**config.mk**
```make
export PLATFORM = sky130hd
export DESIGN_NAME = capture_record_header_parser_unit
export DESIGN_NICKNAME = d
export VERILOG_FILES = /design/src/rtl/crhp_pkg.sv /design/src/rtl/capture_record_header_parser_unit.sv /design/src/rtl/crhp_front.sv /design/src/rtl/crhp_queue.sv /design/src/rtl/crhp_back.sv
export SDC_FILE = /design/constraint.sdc
export NUM_CORES = 2
export LEC_CHECK = 0
export ABC_AREA = 1
export BUFFER_PORTS_ARGS = -buffer_cell sky130_fd_sc_hd__buf_2
export CAP_MARGIN = 20
export CORE_MARGIN = 1.5
export CORE_UTILIZATION = 50
export DETAILED_ROUTE_END_ITERATION = 10
export PLACE_DENSITY = 0.76
export RECOVER_POWER = 50
export SKIP_CTS_REPAIR_TIMING = 1
export SLEW_MARGIN = 25
export SYNTH_ARGS = -nofsm -noshare
export SYNTH_HDL_FRONTEND = slang
export SYNTH_SLANG_ARGS = --single-unit
```
**constraint.sdc**
```tcl
create_clock -name clock -period 60.8 [get_ports clock]
set_input_delay 9.12 -clock clock [delete_from_list [all_inputs] [get_ports clock]]
set_output_delay 9.12 -clock clock [all_outputs]
set_load 0.01 [all_outputs]
```
**src/rtl/crhp_pkg.sv**
```systemverilog
// Shared types and constants for the capture record header parser.
package crhp_pkg;

   // Header field tags
   localparam logic [15:0] TAG_LENGTH  = 16'h0000;
   localparam logic [15:0] TAG_TS_LOW  = 16'h0001;
   localparam logic [15:0] TAG_TS_HIGH = 16'h0002;
   localparam logic [15:0] TAG_CHANNEL = 16'h0004;
   localparam logic [15:0] TAG_RATE    = 16'h0005;
   localparam logic [15:0] TAG_SIGNAL  = 16'h0006;
   localparam logic [15:0] TAG_END     = 16'hFFFF;

   // Configuration register indexes (paddr[2])
   localparam logic REG_MEDIA_SUBTYPE      = 1'b0;
   localparam logic REG_MAX_CAPTURE_LENGTH = 1'b1;

   localparam logic [1:0]  SUBTYPE_ETHERNET     = 2'd0;
   localparam logic [1:0]  SUBTYPE_WIRELESS_A   = 2'd1;
   localparam logic [1:0]  SUBTYPE_WIRELESS_B   = 2'd2;
   localparam logic [1:0]  SUBTYPE_WIRELESS_FCS = 2'd3;
   localparam logic [31:0] MAX_CAPTURE_RESET    = 32'd65535;
   localparam logic [2:0]  FCS_BYTES            = 3'd4;
   localparam logic [15:0] FIELD_BYTES          = 16'd6;

   // Timestamp split: 64-bit ns count / 1e9, quotient fits 35 bits
   localparam int          REM_BITS   = 30;
   localparam int          QUOT_BITS  = 35;
   localparam int          CHUNK_BITS = 5;
   localparam int          DIV_STAGES = QUOT_BITS / CHUNK_BITS;
   localparam logic [29:0] NS_PER_SEC = 30'd1000000000;
   localparam logic [34:0] EPOCH_SHIFT_SECONDS = 35'd11644473600;

   typedef enum logic [2:0] {
      ST_OK,
      ST_DUP_LENGTH,
      ST_DUP_TS_LOW,
      ST_DUP_TS_HIGH,
      ST_MISS_LENGTH,
      ST_MISS_TS_LOW,
      ST_MISS_TS_HIGH,
      ST_TOO_LARGE
   } status_type;

   typedef struct packed {
      status_type  status;
      logic [31:0] orig_length;
      logic [31:0] capture_length;
      logic [63:0] ts_ns;
      logic [31:0] channel_number;
      logic [31:0] link_rate;
      logic [31:0] signal_strength;
      logic [2:0]  fcs_length;
      logic [15:0] header_bytes;
   } job_type;

endpackage

```
**src/rtl/capture_record_header_parser_unit.sv**
```systemverilog
// Capture record header parser: top level with configuration registers.
//
// Input channel (req_*): one header field per transfer, a 16-bit tag and its
// 32-bit value. Tags for length, timestamp halves, channel, rate and signal
// are collected; tag 0xFFFF ends the record. A repeated length or timestamp
// tag ends the record at once with an error result.
// Result channel (rsp_*): one transfer per record end or error, carrying status,
// trimmed lengths, Unix seconds/nanoseconds and the radio words.
// Configuration: APB-style; media_subtype at 0x0, max_capture_length at 0x4.
// Throughput: one input transfer per cycle while req_ready is high. From the accepted ending
// transfer to rsp_valid, a job passes through the job queue, then the 7-stage
// divide pipeline (5 quotient bits per stage) and then the result register.
// A stalled rsp_ready freezes the divide pipeline; the job queue (QUEUE_DEPTH
// entries) keeps taking input until it fills, then req_ready drops.
// Reset clears the record state, the queue and the pipeline; media_subtype
// returns to 0 and max_capture_length to 65535.
module capture_record_header_parser_unit import crhp_pkg::*; #(
   parameter int QUEUE_DEPTH = 4
) (
   input  logic               clock,
   input  logic               reset,
   input  logic               req_valid,
   output logic               req_ready,
   input  logic [15:0]        req_record_tag,
   input  logic [31:0]        req_record_value,
   output logic               rsp_valid,
   input  logic               rsp_ready,
   output logic [2:0]         rsp_status,
   output logic [31:0]        rsp_orig_length,
   output logic [31:0]        rsp_capture_length,
   output logic signed [34:0] rsp_ts_seconds,
   output logic [29:0]        rsp_ts_nanoseconds,
   output logic [31:0]        rsp_channel_number,
   output logic [31:0]        rsp_link_rate,
   output logic [31:0]        rsp_signal_strength,
   output logic [2:0]         rsp_fcs_length,
   output logic [15:0]        rsp_header_bytes,
   input  logic               psel,
   input  logic               penable,
   input  logic               pwrite,
   input  logic [2:0]         paddr,
   input  logic [31:0]        pwdata,
   output logic [31:0]        prdata,
   output logic               pready
);

   logic [1:0]  media_subtype_ff;
   logic [31:0] max_capture_length_ff;
   logic        csr_write;

   logic        queue_full;
   logic        accept;
   logic        push;
   job_type     push_job;
   logic        head_valid;
   logic        head_pop;
   job_type     head_job;

   assign pready    = 1'b1;
   assign csr_write = psel && penable && pwrite;

   always_ff @(posedge clock) begin
      if (reset) begin
         media_subtype_ff      <= '0;
         max_capture_length_ff <= MAX_CAPTURE_RESET;
      end else if (csr_write) begin
         case (paddr[2])
            REG_MEDIA_SUBTYPE:      media_subtype_ff      <= pwdata[1:0];
            REG_MAX_CAPTURE_LENGTH: max_capture_length_ff <= pwdata;
            default: ;
         endcase
      end
   end

   always_comb begin
      case (paddr[2])
         REG_MEDIA_SUBTYPE:      prdata = {30'd0, media_subtype_ff};
         REG_MAX_CAPTURE_LENGTH: prdata = max_capture_length_ff;
         default:                prdata = '0;
      endcase
   end

   assign req_ready = !queue_full;
   assign accept    = req_valid && req_ready;

   crhp_front u_front (
      .clock              (clock),
      .reset              (reset),
      .accept             (accept),
      .record_tag         (req_record_tag),
      .record_value       (req_record_value),
      .media_subtype      (media_subtype_ff),
      .max_capture_length (max_capture_length_ff),
      .push               (push),
      .push_job           (push_job)
   );

   crhp_queue #(
      .DEPTH (QUEUE_DEPTH)
   ) u_queue (
      .clock      (clock),
      .reset      (reset),
      .push       (push),
      .push_job   (push_job),
      .full       (queue_full),
      .pop        (head_pop),
      .head_valid (head_valid),
      .head_job   (head_job)
   );

   crhp_back u_back (
      .clock               (clock),
      .reset               (reset),
      .head_valid          (head_valid),
      .head_job            (head_job),
      .head_pop            (head_pop),
      .rsp_valid           (rsp_valid),
      .rsp_ready           (rsp_ready),
      .rsp_status          (rsp_status),
      .rsp_orig_length     (rsp_orig_length),
      .rsp_capture_length  (rsp_capture_length),
      .rsp_ts_seconds      (rsp_ts_seconds),
      .rsp_ts_nanoseconds  (rsp_ts_nanoseconds),
      .rsp_channel_number  (rsp_channel_number),
      .rsp_link_rate       (rsp_link_rate),
      .rsp_signal_strength (rsp_signal_strength),
      .rsp_fcs_length      (rsp_fcs_length),
      .rsp_header_bytes    (rsp_header_bytes)
   );

endmodule

```
**src/rtl/crhp_front.sv**
```systemverilog
// Front end: collects header fields of a record and builds a job at record end or error.
module crhp_front import crhp_pkg::*; (
   input  logic        clock,
   input  logic        reset,
   input  logic        accept,
   input  logic [15:0] record_tag,
   input  logic [31:0] record_value,
   input  logic [1:0]  media_subtype,
   input  logic [31:0] max_capture_length,
   output logic        push,
   output job_type     push_job
);

   logic        seen_len_ff, seen_len_in;
   logic        seen_ts_low_ff, seen_ts_low_in;
   logic        seen_ts_high_ff, seen_ts_high_in;
   logic [31:0] pkt_length_ff, pkt_length_in;
   logic [31:0] ts_low_ff, ts_low_in;
   logic [31:0] ts_high_ff, ts_high_in;
   logic [31:0] channel_ff, channel_in;
   logic [31:0] rate_ff, rate_in;
   logic [31:0] signal_ff, signal_in;
   logic [15:0] byte_count_ff, byte_count_in;

   logic        emit;
   status_type  status;
   logic [31:0] slice;
   logic        fcs;

   always_comb begin
      seen_len_in     = seen_len_ff;
      seen_ts_low_in  = seen_ts_low_ff;
      seen_ts_high_in = seen_ts_high_ff;
      pkt_length_in   = pkt_length_ff;
      ts_low_in       = ts_low_ff;
      ts_high_in      = ts_high_ff;
      channel_in      = channel_ff;
      rate_in         = rate_ff;
      signal_in       = signal_ff;
      byte_count_in   = (byte_count_ff > (16'hFFFF - FIELD_BYTES)) ? 16'hFFFF
                        : byte_count_ff + FIELD_BYTES;
      emit   = 1'b0;
      status = ST_OK;
      slice  = (record_value == 32'd0) ? pkt_length_ff : record_value;
      fcs    = (media_subtype == SUBTYPE_WIRELESS_FCS);

      case (record_tag)
         TAG_LENGTH: begin
            if (seen_len_ff) begin
               emit   = 1'b1;
               status = ST_DUP_LENGTH;
            end else begin
               seen_len_in   = 1'b1;
               pkt_length_in = record_value;
            end
         end
         TAG_TS_LOW: begin
            if (seen_ts_low_ff) begin
               emit   = 1'b1;
               status = ST_DUP_TS_LOW;
            end else begin
               seen_ts_low_in = 1'b1;
               ts_low_in      = record_value;
            end
         end
         TAG_TS_HIGH: begin
            if (seen_ts_high_ff) begin
               emit   = 1'b1;
               status = ST_DUP_TS_HIGH;
            end else begin
               seen_ts_high_in = 1'b1;
               ts_high_in      = record_value;
            end
         end
         TAG_CHANNEL: channel_in = record_value;
         TAG_RATE:    rate_in    = record_value;
         TAG_SIGNAL:  signal_in  = record_value;
         TAG_END: begin
            emit = 1'b1;
            if (!seen_len_ff)                   status = ST_MISS_LENGTH;
            else if (!seen_ts_low_ff)           status = ST_MISS_TS_LOW;
            else if (!seen_ts_high_ff)          status = ST_MISS_TS_HIGH;
            else if (slice > max_capture_length) status = ST_TOO_LARGE;
            else                                status = ST_OK;
         end
         default: ;
      endcase

      push_job        = '0;
      push_job.status = status;
      if (status == ST_OK) begin
         push_job.orig_length     = fcs ? pkt_length_ff
                                    : ((pkt_length_ff >= 32'd4) ? pkt_length_ff - 32'd4 : 32'd0);
         push_job.capture_length  = fcs ? slice
                                    : ((slice >= 32'd4) ? slice - 32'd4 : 32'd0);
         push_job.ts_ns           = {ts_high_ff, ts_low_ff};
         push_job.channel_number  = channel_ff;
         push_job.link_rate       = rate_ff;
         push_job.signal_strength = signal_ff;
         push_job.fcs_length      = fcs ? FCS_BYTES : 3'd0;
         push_job.header_bytes    = byte_count_in;
      end

      // any result closes the record
      if (emit) begin
         seen_len_in     = 1'b0;
         seen_ts_low_in  = 1'b0;
         seen_ts_high_in = 1'b0;
         pkt_length_in   = '0;
         ts_low_in       = '0;
         ts_high_in      = '0;
         channel_in      = '0;
         rate_in         = '0;
         signal_in       = '0;
         byte_count_in   = '0;
      end
   end

   assign push = accept && emit;

   always_ff @(posedge clock) begin
      if (reset) begin
         seen_len_ff     <= 1'b0;
         seen_ts_low_ff  <= 1'b0;
         seen_ts_high_ff <= 1'b0;
         pkt_length_ff   <= '0;
         ts_low_ff       <= '0;
         ts_high_ff      <= '0;
         channel_ff      <= '0;
         rate_ff         <= '0;
         signal_ff       <= '0;
         byte_count_ff   <= '0;
      end else if (accept) begin
         seen_len_ff     <= seen_len_in;
         seen_ts_low_ff  <= seen_ts_low_in;
         seen_ts_high_ff <= seen_ts_high_in;
         pkt_length_ff   <= pkt_length_in;
         ts_low_ff       <= ts_low_in;
         ts_high_ff      <= ts_high_in;
         channel_ff      <= channel_in;
         rate_ff         <= rate_in;
         signal_ff       <= signal_in;
         byte_count_ff   <= byte_count_in;
      end
   end

endmodule

```
**src/rtl/crhp_queue.sv**
```systemverilog
// Job queue between the front end and the timestamp back end.
module crhp_queue import crhp_pkg::*; #(
   parameter int DEPTH = 4
) (
   input  logic    clock,
   input  logic    reset,
   input  logic    push,
   input  job_type push_job,
   output logic    full,
   input  logic    pop,
   output logic    head_valid,
   output job_type head_job
);

   localparam int PTR_W = $clog2(DEPTH);
   localparam int CNT_W = $clog2(DEPTH + 1);

   job_type            entry_ff [DEPTH];
   logic [PTR_W-1:0]   wr_ptr_ff, wr_ptr_in;
   logic [PTR_W-1:0]   rd_ptr_ff, rd_ptr_in;
   logic [CNT_W-1:0]   count_ff, count_in;
   logic               do_push, do_pop;

   assign full       = (count_ff == CNT_W'(DEPTH));
   assign head_valid = (count_ff != '0);
   assign head_job   = entry_ff[rd_ptr_ff];
   assign do_push    = push && !full;
   assign do_pop     = pop && head_valid;

   always_comb begin
      wr_ptr_in = wr_ptr_ff;
      rd_ptr_in = rd_ptr_ff;
      count_in  = count_ff;
      if (do_push) begin
         wr_ptr_in = (wr_ptr_ff == PTR_W'(DEPTH - 1)) ? '0 : wr_ptr_ff + PTR_W'(1);
      end
      if (do_pop) begin
         rd_ptr_in = (rd_ptr_ff == PTR_W'(DEPTH - 1)) ? '0 : rd_ptr_ff + PTR_W'(1);
      end
      if (do_push && !do_pop) begin
         count_in = count_ff + CNT_W'(1);
      end else if (do_pop && !do_push) begin
         count_in = count_ff - CNT_W'(1);
      end
   end

   always_ff @(posedge clock) begin
      if (reset) begin
         wr_ptr_ff <= '0;
         rd_ptr_ff <= '0;
         count_ff  <= '0;
      end else begin
         wr_ptr_ff <= wr_ptr_in;
         rd_ptr_ff <= rd_ptr_in;
         count_ff  <= count_in;
      end
   end

   always_ff @(posedge clock) begin
      if (do_push) begin
         entry_ff[wr_ptr_ff] <= push_job;
      end
   end

endmodule

```
**src/rtl/crhp_back.sv**
```systemverilog
// Back end: pipelined split of the ns timestamp into seconds and nanoseconds, result register.
module crhp_back import crhp_pkg::*; (
   input  logic               clock,
   input  logic               reset,
   input  logic               head_valid,
   input  job_type            head_job,
   output logic               head_pop,
   output logic               rsp_valid,
   input  logic               rsp_ready,
   output logic [2:0]         rsp_status,
   output logic [31:0]        rsp_orig_length,
   output logic [31:0]        rsp_capture_length,
   output logic signed [34:0] rsp_ts_seconds,
   output logic [29:0]        rsp_ts_nanoseconds,
   output logic [31:0]        rsp_channel_number,
   output logic [31:0]        rsp_link_rate,
   output logic [31:0]        rsp_signal_strength,
   output logic [2:0]         rsp_fcs_length,
   output logic [15:0]        rsp_header_bytes
);

   typedef struct packed {
      job_type                job;
      logic [REM_BITS-1:0]    rem;
      logic [QUOT_BITS-1:0]   work;   // dividend bits shift out, quotient bits shift in
   } div_stage_type;

   // restoring division, CHUNK_BITS quotient bits per stage
   function automatic div_stage_type div_chunk(input div_stage_type cur);
      div_stage_type     nxt;
      logic [REM_BITS:0] trial;
      logic              qbit;
      nxt = cur;
      for (int i = 0; i < CHUNK_BITS; i++) begin
         trial = {nxt.rem, nxt.work[QUOT_BITS-1]};
         qbit  = (trial >= {1'b0, NS_PER_SEC});
         if (qbit) begin
            nxt.rem = REM_BITS'(trial - {1'b0, NS_PER_SEC});
         end else begin
            nxt.rem = trial[REM_BITS-1:0];
         end
         nxt.work = {nxt.work[QUOT_BITS-2:0], qbit};
      end
      return nxt;
   endfunction

   div_stage_type              load;
   div_stage_type              stage_ff [DIV_STAGES];
   div_stage_type              stage_in [DIV_STAGES];
   logic [DIV_STAGES-1:0]      stage_valid_ff;
   logic                       advance;

   logic                       rsp_valid_ff;
   job_type                    rsp_job_ff;
   logic signed [34:0]         rsp_secs_ff;
   logic [29:0]                rsp_nanos_ff;
   div_stage_type              last;

   assign advance  = !rsp_valid_ff || rsp_ready;
   assign head_pop = advance && head_valid;
   assign last     = stage_ff[DIV_STAGES-1];

   always_comb begin
      // top dividend bits are below the divisor, so they seed the remainder directly
      load.job  = head_job;
      load.rem  = {1'b0, head_job.ts_ns[63:QUOT_BITS]};
      load.work = head_job.ts_ns[QUOT_BITS-1:0];
      stage_in[0] = div_chunk(load);
      for (int s = 1; s < DIV_STAGES; s++) begin
         stage_in[s] = div_chunk(stage_ff[s-1]);
      end
   end

   always_ff @(posedge clock) begin
      if (reset) begin
         stage_valid_ff <= '0;
         rsp_valid_ff   <= 1'b0;
      end else if (advance) begin
         stage_valid_ff <= {stage_valid_ff[DIV_STAGES-2:0], head_valid};
         rsp_valid_ff   <= stage_valid_ff[DIV_STAGES-1];
      end
   end

   always_ff @(posedge clock) begin
      if (advance) begin
         for (int s = 0; s < DIV_STAGES; s++) begin
            stage_ff[s] <= stage_in[s];
         end
         rsp_job_ff <= last.job;
         if (last.job.status == ST_OK) begin
            rsp_secs_ff  <= last.work - EPOCH_SHIFT_SECONDS;
            rsp_nanos_ff <= last.rem;
         end else begin
            rsp_secs_ff  <= '0;
            rsp_nanos_ff <= '0;
         end
      end
   end

   assign rsp_valid           = rsp_valid_ff;
   assign rsp_status          = rsp_job_ff.status;
   assign rsp_orig_length     = rsp_job_ff.orig_length;
   assign rsp_capture_length  = rsp_job_ff.capture_length;
   assign rsp_ts_seconds      = rsp_secs_ff;
   assign rsp_ts_nanoseconds  = rsp_nanos_ff;
   assign rsp_channel_number  = rsp_job_ff.channel_number;
   assign rsp_link_rate       = rsp_job_ff.link_rate;
   assign rsp_signal_strength = rsp_job_ff.signal_strength;
   assign rsp_fcs_length      = rsp_job_ff.fcs_length;
   assign rsp_header_bytes    = rsp_job_ff.header_bytes;

`ifndef SYNTH
   a_nanos_range: assert property (@(posedge clock) disable iff (reset)
      rsp_valid_ff |-> (rsp_nanos_ff < NS_PER_SEC))
      else $error("nanosecond remainder out of range");

   a_error_zeroed: assert property (@(posedge clock) disable iff (reset)
      (rsp_valid_ff && rsp_job_ff.status != ST_OK) |->
      (rsp_secs_ff == '0 && rsp_nanos_ff == '0 && rsp_job_ff.orig_length == '0
       && rsp_job_ff.header_bytes == '0))
      else $error("error result carries nonzero fields");

   a_stall_holds_pipe: assert property (@(posedge clock) disable iff (reset)
      !advance |=> $stable(stage_valid_ff))
      else $error("division pipeline moved while output stalled");
`endif

endmodule

```
## Yosys cells after proc, flatten, opt, wreduce, memory -nomap -nowiden

Memories as Yosys holds them, arrays and structs flattened. A register that Yosys moved wholly into a read port is not among the register bits.
Cells that the tools add are included.
Widths: inputs -> output; s select.

| storage, ports and cells | value |
|---|---|
| logic and storage cells | 250 |
| bits in read-only memories | 0 |
| memories kept | 2 |
| bits in latches | 0 |
| output and inout bits | 282 |
| register bits after elaboration | 507 |
| input port bits | 90 |
| memory bits (writable) | 3,161 |

Memories:

| name | depth | bits a word | read ports | clocked after memory_dff | wr ports | line | text |
|---|---|---|---|---|---|---|---|
| u_back.stage_ff | 7 | 311 | 7 | 0 | 7 | crhp_back.sv:48 | `div_stage_type stage_ff [DIV_STAGES];` |
| u_queue.entry_ff | 4 | 246 | 1 | 1 | 1 | crhp_queue.sv:18 | `job_type entry_ff [DEPTH];` |

| cells by class | value |
|---|---|
| reduce and logical (&&, ||, !) cells | 37 |
| div/mod/pow operators | 0 |
| magnitude comparators | 39 |
| equal/unequal tests | 13 |
| bitwise operators | 1 |
| $mul | 0 |
| muxes and demuxes | 88 |
| $add $sub $neg | 43 |
| shift operators | 0 |

Operator list:

| cell | count |
|---|---|
| $ge 31x30->1 const B | 34 |
| $mux 30 | 35 |
| $sub 30x30->30 const B | 35 |
| $mux 32 | 20 |
| $mux 243 | 1 |
| $ge 32x3->1 const B | 2 |
| $pmux 32 s2 | 1 |
| $sub 32x3->32 const B | 2 |
| $eq 16x3->1 const B | 3 |
| $sub 35x34->35 const B | 1 |
| $gt 32x32->1 | 1 |
| $logic_not 32->1 | 1 |
| $mux 16 | 2 |
| $ge 30x30->1 const B | 1 |
| $mux 3 | 7 |
| $add 16x3->16 const B | 1 |
| $eq 16x1->1 const B | 1 |
| $eq 16x16->1 const B | 1 |
| $eq 16x2->1 const B | 1 |
| $gt 16x16->1 const B | 1 |
| $logic_not 16->1 | 1 |
| $reduce_and 2->1 | 8 |
| $mux 1 | 14 |
| $reduce_bool 2->1 | 7 |
| 16 further kinds | 40 |

## Longest topological paths before layout

An unclocked memory read counts as a cell.

| logic depth | value |
|---|---|
| depth in word-level cells | 11 |
| mapped depth | 71 |
| depth with buffers taken out | 63 |

## Cells and area by module

Synthesis repeated with hierarchy kept, for this count alone.

| second synthesis, totals | value |
|---|---|
| cells, all modules | 15,024 |
| area, all modules | 148,979.1 sq um |

Modules (own cells, without submodules):

| module | cells each | times used | area each (sq um) | seq. area each (sq um) |
|---|---|---|---|---|
| crhp_back | 10,042 | 1 | 97,005.5 | 59,497.1 |
| crhp_queue | 2,449 | 1 | 36,940.4 | 29,728.5 |
| crhp_front | 2,267 | 1 | 13,277.7 | 4,224.1 |
| capture_record_header_parser_unit | 266 | 1 | 1,755.4 | 680.7 |

## Least setup slack after synthesis

No wires, ideal clock.

| path | value |
|---|---|
| kind | input port to flip-flop |
| from | in rsp_ready |
| to | reg u_back.rsp_job_ff (netlist bit u_back.rsp_capture_length[0]), enable pin |
| buffers on the path | 0 |
| cell stages on the path | 2 |
| arrival | 46,969 ps |
| library setup time | 2,283 ps |
| slack | 11,548 ps |
| required time | 58,517 ps |
| cells stage by stage | nor2_1 -> inv_1 |

| on the way | value |
|---|---|
| cells in the longest elaborated chain, start to end | 1 |

Ends and longest elaborated chain:

| item | line | text |
|---|---|---|
| start, declared | capture_record_header_parser_unit.sv:27 | `input logic rsp_ready,` |
| $logic_or 1x1->1 | crhp_back.sv:59 | `assign advance = !rsp_valid_ff \|\| rsp_ready;` |
| end signal, assigned | crhp_back.sv:89 | `rsp_job_ff <= last.job;` |
| end, declared | crhp_back.sv:54 | `job_type rsp_job_ff;` |

No other way between the ends.
A chain may end at the register's enable or synchronous reset.

## Worst setup path in the final report

| path | value |
|---|---|
| from | in paddr[2] |
| to | out prdata[1] |

| on the way | value |
|---|---|
| cells in the longest elaborated chain, start to end | 2 |

Ends and longest elaborated chain:

| item | line | text |
|---|---|---|
| start, declared | capture_record_header_parser_unit.sv:41 | `input logic [2:0] paddr,` |
| $not 1->1 (no line) | n/a |  |
| $pmux 32 s2 (*) | capture_record_header_parser_unit.sv:76 | `case (paddr[2])` |
| end, declared | capture_record_header_parser_unit.sv:43 | `output logic [31:0] prdata,` |

Every way passes the cells marked *; elsewhere a longest branch is shown, timed or not.

==> run metrics <==
worst setup skew after layout=0.1277 ns; CTS Buf Count=315; status=complete, but fails checks; Vias=100800; worst slew pin tran=5.752 ns; final non-filler cell area=159900 um2; CTS tree=done; highest clock rate=0.05003 GHz; post-layout util=0.5548; die footprint=293000 um2; Ys Warns=0; DP HPWL=217600 um; largest net degree at the start of global routing=183; Longest Clk Path Bufs=4; Worst setup SP type=input port; antenna-violating nets left=0; DRT Pass-1 Iters=6; CP Capture Type=output pin; area share of the largest cell type after synthesis=0.6085; Worst-Skew Late Latency=0.97 ns; syn_area_per_cell=10.13 um2; clock slew at reported path FFs=0.07 ns; antenna violations before repair=31; max_cap viols=24; Initial Utilization=0.5028; crit-path max FO=33; critical path type=input port to output pin; row count=197; Final #Nets=14820; htree depth=5; RSZ-0062 raised after global routing=no; final slew viol count=1589; Slew HR=-2.856; Die W=541.3 um; post-synthesis sequential area ratio=0.6447; # DRC=0; Remaining Overflow, GRT=0; #FFs+latches synth=3198; io pins=372; Hold WS=0.3503 ns; I/O Buffers=366; violated checks=max-capacitance violations, max-slew violations; largest cells by area after synthesis=edfxtp_1, nand2_1, nor2_1; layout cells sized above 1=0.06911; Min-Delay Path Depth=0; GPL Wtd Cong=0.9386; Routed WL=338400 um; Post-synth ARST share=0; post-synthesis cell type count=78; first-pass GRT wire length=521600 um; vias in the first global route=93670; Worst Reg-to-Reg Cells=51; number of synthesized flops with an enable pin=2936; data required time of the worst path=51.68 ns; final hold vios=0; Die Y=541.3 um; core area=288100 um2; post-route minimum period=19.99 ns; leading area contributor after synthesis=edfxtp_1; mapped cell area=144900 um2; routed vias/inst=5.392; final number of setup-violating endpoints=0; DRT iter0 DRCs=10340; Critical Path AT=10.87 ns; Hold Crit Class=flop to flop; Root Buffer=clkbuf_16; final critical-path share of the clock period=0.3287; Placed Area=150100 um2; Setup TNS Final=0 ns; clock sink count=3198; Total GRT Usage=0.2248; wire length per cell=18.10 um; Post-synth top flop=edfxtp_1; Post-Syn Instances=14300; P&R area growth vs syn=10.34%
per-layer routing:
layer / global-route usage / wire length [um] / part of all wire / vias to the layer above
li1: - / - / - / 49030
met1: 0.3069 / 142200 / 0.42 / 47300
met2: 0.3627 / 156800 / 0.46 / 3807
met3: 0.03786 / 27510 / 0.081 / 643
met4: 0.08098 / 11750 / 0.035 / 28
met5: 0 / 193 / 0.00057 / -
per-stage QoR:
| step | std cells | setup slack (ns) |
|---|---|---|
| final | 18700 | 40.81 |
| after global routing | 18690 | 40.11 |
| after CTS | 18680 | 41.51 |
| after detailed placement | 18110 | 41.52 |
| after global placement | 18110 | 41.59 |
| after floorplan | 14300 | 11.55 |
layout make-up:
cell class | count | area, um2
tap | 3781 | 4731
clock buffer | 387 | 8337
sequential | 3198 | 93410
clock inverter | 189 | 2155
multi-input combinational | 9205 | 43450
antenna | 12 | 30.03
fill | 23920 | 128300
timing repair buffer | 455 | 2220
inverter | 1469 | 5538
critical path, cell delays in order:
cell	delay (ns)
clkbuf_1	1.03
inv_1	0.24
o21ai_0	0.27
buf_2	0.18
sequential cells by signal, summed over array words and instances, names as in the netlist, 16 cells and up, named ones only:
signal                      flops
max_capture_length_ff          32
u_back.rsp_capture_length      32
u_back.rsp_channel_number      32
u_back.rsp_header_bytes        16
u_back.rsp_link_rate           32
u_back.rsp_orig_length         32
u_back.rsp_signal_strength     32
u_back.rsp_ts_nanoseconds      30
u_back.rsp_ts_seconds          35
u_back.stage_ff              1715
u_front.byte_count_ff          16
u_front.channel_ff             32
u_front.pkt_length_ff          32
u_front.rate_ff                32
u_front.signal_ff              32
u_front.ts_high_ff             32
u_front.ts_low_ff              32
u_queue.entry_ff              976
layout by cell type (no fill, tap or decap), types with 14 or more instances in the layout:
cell type / count
a21oi_1: 461
xor2_1: 348
nand3_2: 15
clkbuf_1: 329
nand3b_1: 47
o21bai_1: 15
nand3_1: 880
nor2_2: 91
o21ai_0: 714
nand4_1: 314
buf_4: 53
nor2_4: 21
bufinv_16: 31
o22ai_1: 215
inv_1: 1395
inv_6: 14
a21oi_2: 15
a31oi_1: 14
nand2_2: 81
o21ai_1: 98
clkinv_1: 52
nor2_1: 1637
nor3_1: 93
dfxtp_1: 261
edfxtp_1: 2936
xnor2_1: 43
ha_1: 85
buf_2: 117
nor4_1: 39
clkinvlp_4: 18
o21ai_2: 22
clkinv_2: 55
clkbuf_16: 318
and2_1: 14
inv_2: 60
nand2_1: 3803
cell usage after synthesis, drive strengths merged, types with 46 or more instances:
cell       n
nand2   3887
edfxtp  2936
nor2    1750
inv     1461
nand3    898
o21ai    835
a21oi    478
xor2     354
nand4    315
clkbuf   263
dfxtp    262
o22ai    215
buf      168
nor3     103
ha        85
nand3b    48
xnor2     46
worst paths after layout:
| check | startpoint | endpoint | slack [ns] |
|---|---|---|---|
| setup / recovery | paddr[2] | prdata[1] | 40.81 |
| hold / removal | u_back.stage_ff[3][170] | u_back.stage_ff[4][170] | 0.35 |
| setup reg to reg | flop | u_back.stage_ff[0][46] | 42.28 |
| hold reg to reg | u_back.stage_ff[3][170] | u_back.stage_ff[4][170] | 0.35 |
cells by family (layout without fill, tap and decap cells):
family / Yosys count / after routing / synth area share
AOI/OAI and AO/OA: 1618 / 1618 / 0.06075
xor gates and xnor gates: 400 / 400 / 0.02465
adders and majority gates: 86 / 86 / 0.007478
buffers and inverters: 1900 / 2500 / 0.05449
DFF: 3198 / 3198 / 0.6447
other: 2 / 15 / 0.00005183
and+or+nand+nor: 7098 / 7098 / 0.2079
Power is not shown: default switching activity piles up to over one toggle a cycle in this logic, so the estimate is an artifact.
